$ cat config.mk
export PLATFORM = sky130hd
export DESIGN_NAME = char_lcd_nibble_sequencer
export DESIGN_NICKNAME = d
export VERILOG_FILES = /design/src/rtl/lcdns_pkg.sv /design/src/rtl/lcdns_ctrl.sv /design/src/rtl/lcdns_dp.sv /design/src/rtl/char_lcd_nibble_sequencer.sv
export SDC_FILE = /design/constraint.sdc
export NUM_CORES = 1
export LEC_CHECK = 0
export ABC_AREA = 0
export BUFFER_PORTS_ARGS = -buffer_cell sky130_fd_sc_hd__buf_2
export CELL_PAD_IN_SITES_DETAIL_PLACEMENT = 1
export CELL_PAD_IN_SITES_GLOBAL_PLACEMENT = 1
export CORE_ASPECT_RATIO = 1.75
export CORE_UTILIZATION = 29
export DETAILED_ROUTE_END_ITERATION = 10
export GPL_ROUTABILITY_DRIVEN = 0
export HOLD_SLACK_MARGIN = 0.03
export MAX_ROUTING_LAYER = met4
export PLACE_DENSITY_LB_ADDON = 0.1
export SYNTH_ARGS = -nofsm -noshare
export SYNTH_HDL_FRONTEND = slang
export SYNTH_SLANG_ARGS = --single-unit
$ cat constraint.sdc
create_clock -name clk -period 2.6 [get_ports clk]
set_input_delay 0.52 -clock clk [delete_from_list [all_inputs] [get_ports clk]]
set_output_delay 0.52 -clock clk [all_outputs]
set_load 0.005 [all_outputs]
$ cat src/rtl/lcdns_pkg.sv
package lcdns_pkg;

  // Request opcodes (in_tuser)
  localparam logic [2:0] OP_INIT   = 3'd0;
  localparam logic [2:0] OP_CMD    = 3'd1;
  localparam logic [2:0] OP_CHAR   = 3'd2;
  localparam logic [2:0] OP_CLEAR  = 3'd3;
  localparam logic [2:0] OP_HOME   = 3'd4;
  localparam logic [2:0] OP_CURSOR = 3'd5;

  // Configuration register indexes
  localparam logic [1:0] CFG_ENABLE_PULSE = 2'd0;
  localparam logic [1:0] CFG_SETTLE       = 2'd1;

  localparam logic [7:0] ENABLE_PULSE_RST = 8'd1;
  localparam logic [7:0] SETTLE_RST       = 8'd5;

  // Fixed command bytes
  localparam logic [7:0] BYTE_CLEAR    = 8'h01;
  localparam logic [7:0] BYTE_HOME     = 8'h02;
  localparam logic [7:0] BASE_ROW1     = 8'h80;
  localparam logic [7:0] BASE_ROW2     = 8'hC0;

  localparam logic [1:0] ROW_ONE = 2'd1;
  localparam logic [1:0] ROW_TWO = 2'd2;

  // Byte counts and pin-state phases
  localparam logic [2:0] INIT_LEN    = 3'd7;
  localparam logic [2:0] PHASE_SETUP_HI = 3'd0;
  localparam logic [2:0] PHASE_EN_HI    = 3'd1;
  localparam logic [2:0] PHASE_SETUP_LO = 3'd2;
  localparam logic [2:0] PHASE_EN_LO    = 3'd3;
  localparam logic [2:0] PHASE_SETTLE   = 3'd4;

  // Controller to datapath
  typedef struct packed {
    logic       load;      // latch request fields
    logic       emit;      // load the output register with one pin state
    logic [2:0] byte_idx;  // byte within the request
    logic [2:0] phase;     // pin state within the byte
    logic       last;      // final pin state of the request
  } lcdns_cmd_t;

  // Datapath to controller
  typedef struct packed {
    logic [2:0] req_bytes; // bytes the offered request expands to
  } lcdns_status_t;

  // Power-up command sequence
  function automatic logic [7:0] init_byte(input logic [2:0] idx);
    logic [7:0] b;
    case (idx)
      3'd0:    b = 8'h33;
      3'd1:    b = 8'h32;
      3'd2:    b = 8'h28;
      3'd3:    b = 8'h02;
      3'd4:    b = 8'h0C;
      3'd5:    b = 8'h01;
      3'd6:    b = 8'h06;
      default: b = 8'h00;
    endcase
    return b;
  endfunction

endpackage

$ cat src/rtl/lcdns_ctrl.sv
module lcdns_ctrl (
  input  logic                  clk,
  input  logic                  rst_n,
  input  logic                  in_tvalid,
  output logic                  in_tready,
  output logic                  out_tvalid,
  input  logic                  out_tready,
  input  lcdns_pkg::lcdns_status_t status,
  output lcdns_pkg::lcdns_cmd_t    cmd
);
  import lcdns_pkg::*;

  typedef enum logic {S_IDLE, S_RUN} state_t;

  state_t     state_r, state_nxt;
  logic [2:0] byte_idx_r, byte_idx_nxt;
  logic [2:0] phase_r, phase_nxt;
  logic [2:0] nbytes_r, nbytes_nxt;
  logic       out_valid_r, out_valid_nxt;

  logic accept;
  logic emit;
  logic last;

  assign in_tready  = (state_r == S_IDLE);
  assign out_tvalid = out_valid_r;
  assign accept     = in_tvalid && in_tready;
  assign emit       = (state_r == S_RUN) && (!out_valid_r || out_tready);
  assign last       = (phase_r == PHASE_SETTLE) && (byte_idx_r == nbytes_r - 3'd1);

  assign cmd.load     = accept;
  assign cmd.emit     = emit;
  assign cmd.byte_idx = byte_idx_r;
  assign cmd.phase    = phase_r;
  assign cmd.last     = last;

  // Next-state logic: walk phases, then bytes
  always_comb begin
    state_nxt     = state_r;
    byte_idx_nxt  = byte_idx_r;
    phase_nxt     = phase_r;
    nbytes_nxt    = nbytes_r;
    out_valid_nxt = out_valid_r;
    if (out_tready) begin
      out_valid_nxt = 1'b0;
    end
    case (state_r)
      S_IDLE: begin
        if (accept && (status.req_bytes != 3'd0)) begin
          state_nxt    = S_RUN;
          byte_idx_nxt = 3'd0;
          phase_nxt    = PHASE_SETUP_HI;
          nbytes_nxt   = status.req_bytes;
        end
      end
      S_RUN: begin
        if (emit) begin
          out_valid_nxt = 1'b1;
          if (phase_r == PHASE_SETTLE) begin
            phase_nxt = PHASE_SETUP_HI;
            if (last) begin
              state_nxt = S_IDLE;
            end else begin
              byte_idx_nxt = byte_idx_r + 3'd1;
            end
          end else begin
            phase_nxt = phase_r + 3'd1;
          end
        end
      end
      default: state_nxt = S_IDLE;
    endcase
  end

  always_ff @(posedge clk) begin
    if (!rst_n) begin
      state_r     <= S_IDLE;
      byte_idx_r  <= 3'd0;
      phase_r     <= PHASE_SETUP_HI;
      nbytes_r    <= 3'd0;
      out_valid_r <= 1'b0;
    end else begin
      state_r     <= state_nxt;
      byte_idx_r  <= byte_idx_nxt;
      phase_r     <= phase_nxt;
      nbytes_r    <= nbytes_nxt;
      out_valid_r <= out_valid_nxt;
    end
  end

  // Checks
  a_run_idx: assert property (@(posedge clk) disable iff (!rst_n)
    (state_r == S_RUN) |-> (byte_idx_r < nbytes_r) && (phase_r <= PHASE_SETTLE))
    else $error("byte index or phase out of range");

  a_last_idle: assert property (@(posedge clk) disable iff (!rst_n)
    (emit && last) |=> (state_r == S_IDLE) && out_valid_r)
    else $error("final pin state did not end the request");

  a_empty_req: assert property (@(posedge clk) disable iff (!rst_n)
    (accept && (status.req_bytes == 3'd0)) |=> (state_r == S_IDLE))
    else $error("request without pin states left idle");

  a_no_emit_idle: assert property (@(posedge clk) disable iff (!rst_n)
    (state_r == S_IDLE) && !out_valid_r |=> !out_valid_r)
    else $error("pin state produced while idle");

endmodule

$ cat src/rtl/lcdns_dp.sv
module lcdns_dp (
  input  logic                   clk,
  input  logic                   rst_n,
  input  logic [2:0]             in_tuser,
  input  logic [23:0]            in_tdata,
  input  logic                   cfg_we,
  input  logic [1:0]             cfg_index,
  input  logic [7:0]             cfg_wdata,
  input  lcdns_pkg::lcdns_cmd_t    cmd,
  output lcdns_pkg::lcdns_status_t status,
  output logic [15:0]            out_tdata,
  output logic                   out_tlast,
  output logic                   out_tuser
);
  import lcdns_pkg::*;

  logic [7:0] enable_pulse_r;
  logic [7:0] settle_r;

  logic [2:0] op_r;
  logic [7:0] data_r;
  logic [7:0] col_r;
  logic [1:0] row_r;

  logic       rs_out_r;
  logic       en_out_r;
  logic [3:0] nib_out_r;
  logic [7:0] hold_out_r;
  logic       last_out_r;

  logic [1:0] in_row;
  logic [7:0] cur_byte;
  logic [7:0] row_base;
  logic [3:0] nib;
  logic       en;
  logic [7:0] hold;

  assign in_row = in_tdata[17:16];

  // Bytes per offered request
  always_comb begin
    case (in_tuser)
      OP_INIT:   status.req_bytes = INIT_LEN;
      OP_CMD,
      OP_CHAR,
      OP_CLEAR,
      OP_HOME:   status.req_bytes = 3'd1;
      OP_CURSOR: status.req_bytes = ((in_row == ROW_ONE) || (in_row == ROW_TWO)) ?
                                    3'd1 : 3'd0;
      default:   status.req_bytes = 3'd0;
    endcase
  end

  // Configuration registers
  always_ff @(posedge clk) begin
    if (!rst_n) begin
      enable_pulse_r <= ENABLE_PULSE_RST;
      settle_r       <= SETTLE_RST;
    end else if (cfg_we) begin
      case (cfg_index)
        CFG_ENABLE_PULSE: enable_pulse_r <= cfg_wdata;
        CFG_SETTLE:       settle_r       <= cfg_wdata;
        default: ;
      endcase
    end
  end

  // Request latch
  always_ff @(posedge clk) begin
    if (cmd.load) begin
      op_r   <= in_tuser;
      data_r <= in_tdata[7:0];
      col_r  <= in_tdata[15:8];
      row_r  <= in_row;
    end
  end

  // Byte being sent
  assign row_base = (row_r == ROW_ONE) ? BASE_ROW1 : BASE_ROW2;

  always_comb begin
    case (op_r)
      OP_INIT:   cur_byte = init_byte(cmd.byte_idx);
      OP_CMD,
      OP_CHAR:   cur_byte = data_r;
      OP_CLEAR:  cur_byte = BYTE_CLEAR;
      OP_HOME:   cur_byte = BYTE_HOME;
      OP_CURSOR: cur_byte = row_base + col_r - 8'd1;
      default:   cur_byte = 8'h00;
    endcase
  end

  // Pin state for the current phase
  always_comb begin
    case (cmd.phase)
      PHASE_SETUP_HI: begin nib = cur_byte[7:4]; en = 1'b0; hold = 8'd0;           end
      PHASE_EN_HI:    begin nib = cur_byte[7:4]; en = 1'b1; hold = enable_pulse_r; end
      PHASE_SETUP_LO: begin nib = cur_byte[3:0]; en = 1'b0; hold = 8'd0;           end
      PHASE_EN_LO:    begin nib = cur_byte[3:0]; en = 1'b1; hold = enable_pulse_r; end
      PHASE_SETTLE:   begin nib = cur_byte[3:0]; en = 1'b0; hold = settle_r;       end
      default:        begin nib = 4'h0;          en = 1'b0; hold = 8'd0;           end
    endcase
  end

  // Output register
  always_ff @(posedge clk) begin
    if (cmd.emit) begin
      rs_out_r   <= (op_r == OP_CHAR);
      en_out_r   <= en;
      nib_out_r  <= nib;
      hold_out_r <= hold;
      last_out_r <= cmd.last;
    end
  end

  assign out_tdata = {3'b000, hold_out_r, nib_out_r, en_out_r};
  assign out_tlast = last_out_r;
  assign out_tuser = rs_out_r;

endmodule

$ cat src/rtl/char_lcd_nibble_sequencer.sv
// Write-only sequencer for a character LCD on a 4-bit bus. Each request is
// expanded to command or character bytes and every byte to five pin states
// (set-up high nibble, enable high nibble, set-up low nibble, enable low
// nibble, settle), each with the time in ms to hold it. Pin states come one
// per cycle from the phase counter while the output is not stalled. A new
// request is taken only once the previous one has been fully expanded; a
// request that yields nothing (bad opcode, cursor row other than 1 or 2)
// is dropped without leaving idle. Write enable_pulse_ms and settle_ms
// only while idle.
module char_lcd_nibble_sequencer (
  input  logic        clk,
  input  logic        rst_n,
  // in_tdata: [7:0] data_byte, [15:8] column, [17:16] row, [23:18] zero
  input  logic        in_tvalid,
  output logic        in_tready,
  input  logic [23:0] in_tdata,
  // in_tuser: [2:0] opcode
  input  logic [2:0]  in_tuser,
  // out_tdata: [0] enable, [4:1] data_nibble, [12:5] hold_ms, [15:13] zero
  output logic        out_tvalid,
  input  logic        out_tready,
  output logic [15:0] out_tdata,
  // out_tuser: [0] reg_select
  output logic        out_tuser,
  output logic        out_tlast,
  input  logic        cfg_we,
  input  logic [1:0]  cfg_index,
  input  logic [7:0]  cfg_wdata
);
  import lcdns_pkg::*;

  lcdns_cmd_t    cmd;
  lcdns_status_t status;

  lcdns_ctrl u_ctrl (
    .clk        (clk),
    .rst_n      (rst_n),
    .in_tvalid  (in_tvalid),
    .in_tready  (in_tready),
    .out_tvalid (out_tvalid),
    .out_tready (out_tready),
    .status     (status),
    .cmd        (cmd)
  );

  lcdns_dp u_dp (
    .clk       (clk),
    .rst_n     (rst_n),
    .in_tuser  (in_tuser),
    .in_tdata  (in_tdata),
    .cfg_we    (cfg_we),
    .cfg_index (cfg_index),
    .cfg_wdata (cfg_wdata),
    .cmd       (cmd),
    .status    (status),
    .out_tdata (out_tdata),
    .out_tlast (out_tlast),
    .out_tuser (out_tuser)
  );

endmodule
==> reports/metrics.yaml <==
synth:
  synth_seq_area_share_pct: 52.0
  synth_edf_count: 36
  yosysUniqueCellTypes: 58
  ys_ff_latch: 62
  synth_top_area_cell: "edfxtp_1"
  synth_top_cell_area_share_pct: 35.1
  syn_area_per_cell_sq_um: 11.5
  ys_async_sr_fraction_pct: 0
  mappedNetlistArea_sq_um: 3080
  ys_warn_count: 0
  synth-main-ff-cell: "edfxtp_1"
  synth.area.top_cells: "edfxtp_1, dfxtp_1, ha_1"
  syn_inst: 267
drt:
  viasPerCell: 4.69
  drtPass1Iterations: 4
  drc: 0
  ant_nets: 0
  first_iter_violations: 64
  wl_mm: 7.31
  wl_per_cell_um: 16.1
  routed-via-count: 2135
sta:
  setup-tns-final_ns: 0
  finalSetupViolCount: 0
  timing.final.crit_share_pct: 92.3
  skew_ns: 0.00803
  maxSlewHeadroom_pct: 58.9
  maxSlewViolCount: 0
  max_freq_mhz: 417
  worstMarginPinSlew_ns: 0.614
  min_period_ns: 2.40
  grt_setup_unrepaired: "no"
  hold_violations: 0
setup_path:
  crit_type: "flip-flop to flip-flop"
  cp-start-kind: "flip-flop"
  worstPathArrival_ns: 2.48
  worstPathMaxFanout: 3
  endpoint_kind: "flip-flop"
  cp.required_ns: 2.68
global_routing:
  gr-usage-met1_pct: 14.5
  grt_pass1_wl_mm: 11.8
  met3_usage_pct: 2.64
  grt_use_total_pct: 14.9
  met2_usage_pct: 27.4
  antenna_found_initial: 0
  overflow: 0
  grt_most_used_layer: "met2"
  grt_max_degree: 28
  grt_pass1_vias: 2341
placement:
  port_buffers: 52
  dpl.cell_count: 439
  dpl.hpwl_mm: 5.58
min_path:
  min_path_type: "primary input to flip-flop"
floorplanning:
  num_io_pins: 62
  dieHeight_um: 138
  fp.dieW_um: 79.9
  start_util_pct: 29.9
  die-area_sq_um: 11000
  row_count: 49
  core_sq_um: 10300
clock_network:
  clk_pin_slew_worst_paths_ns: 0.06
  numCtsBuffers: 9
  cts_buffer_depth: 2
  cts_setup_buffers: 0
  hold_buffers: 0
  cts_tree: "done"
  htree_num_levels: 3
  post_cts.resized_instances: 0
  clock_sinks: 62
  cts-root-buf: "clkbuf_16"
  clk_latency_ns: 0.33
final_layout:
  num_antenna_cells: 0
  finalNonFillerCells: 455
  drive_gt1_share_pct: 25.9
  final_common_cell: "buf_2"
  area_delta_synth_final_pct: 21.2
  layout_common_cells: "buf_2, edfxtp_1, dfxtp_1, nor2b_1"
  fin_nets: 383
run_status:
  status: "completed"
run:
  drv_cap: 0
pwr:
  vdd_drop_max_mv: 0.313
  power.static_leakage_nw: 1.52
  p_per_area_nw_per_um2: 681
## critical path: stages (launching register included)
cell and delay [ns]:
edfxtp_1 0.40, inv_1 0.13, ha_1 0.20, inv_1 0.06, fa_1 0.37, nand2b_1 0.19, a21oi_1 0.20, o22ai_1 0.13
xnor2_1 0.14, a221o_1 0.32
## power breakdown
part / internal, mW / switching [mW] / total [mW]
registers: 1.10 / 0.0316 / 1.13
clock network: 0.696 / 0.422 / 1.12
logic: 0.130 / 0.160 / 0.290
total: 1.93 / 0.614 / 2.54
## final timing paths
path | startpoint | endpoint | slack [ns] | depth (start not counted)
worst max-delay path | u_dp.col_r[1] | u_dp.nib_out_r[3] | 0.20 | 9
worst min-delay path | in_tdata[10] | u_dp.col_r[2] | 0.36 | 1
worst max register to register | u_dp.col_r[1] | u_dp.nib_out_r[3] | 0.20 | 9
worst min register to register | u_dp.settle_r[0] | u_dp.settle_r[0] | 0.48 | 2
## registers in the layout, indices dropped and copies added, names as in the netlist, 3 cells and up
register / flops
u_dp.data_r: 8
u_dp.enable_pulse_r: 8
u_ctrl.phase_r: 3
u_dp.col_r: 8
u_dp.op_r: 3
u_ctrl.byte_idx_r: 3
u_dp.nib_out_r: 4
u_dp.settle_r: 8
u_dp.hold_out_r: 8
## cells in the mapped netlist, types with 6 or more instances
| cell type | n |
|---|---|
| a21oi_1 | 10 |
| a22o_1 | 8 |
| dfxtp_1 | 26 |
| edfxtp_1 | 36 |
| ha_1 | 17 |
| inv_1 | 18 |
| mux2i_1 | 18 |
| nand2_1 | 12 |
| nor2_1 | 11 |
| nor2b_1 | 19 |
| nor3_1 | 6 |
| o21ai_0 | 6 |
| xnor2_1 | 7 |
## cell families after synthesis
kind of cell | Yosys count | synth area share, %
XOR/XNOR | 9 | 2.56
adder cells (fa/ha/maj) | 18 | 7.56
buffers and inverters | 32 | 5.12
flip-flops | 62 | 52.0
AND/OR/NAND/NOR | 74 | 13.7
multiplexers | 19 | 6.22
AO/OA/AOI/OAI | 52 | 12.7
other | 1 | 0.122
## final cells by class
cell class                 instances  area (sq um)
fill                            1188          6570
clock buffer                      12           258
timing repair buffer              57           298
multi-input combinational        175          1330
sequential                        62          1600
inverter                          18          67.6
tap                              127           159
clock inverter                     4          20.0
## per-layer routing
layer | up-vias | routed length [um] | part of all wire, %
met5 | - | 0 | 0
met4 | 0 | 153 | 2.1
met3 | 12 | 184 | 2.5
met2 | 39 | 4240 | 58
met1 | 1025 | 2730 | 37
li1 | 1059 | - | -
## stage by stage
| stage | setup WS, ns | util, % | area (sq um) | hold slack [ns] | total power, mW |
|---|---|---|---|---|---|
| detailed placement | 0.152 | 33.5 | 3450 | 0.471 | 1.45 |
| global placement | 0.198 | 33.5 | 3450 | 0.461 | 1.45 |
| CTS | 0.150 | 36.2 | 3730 | 0.354 | 2.58 |
| global route | 0.0275 | 36.2 | 3730 | 0.359 | 2.64 |
| finish | 0.200 | 36.2 | 3730 | 0.365 | 2.54 |
| floorplan | 0.418 | - | 3090 | 0.442 | 1.34 |
Note: power is estimated with default switching activity, not from simulation.
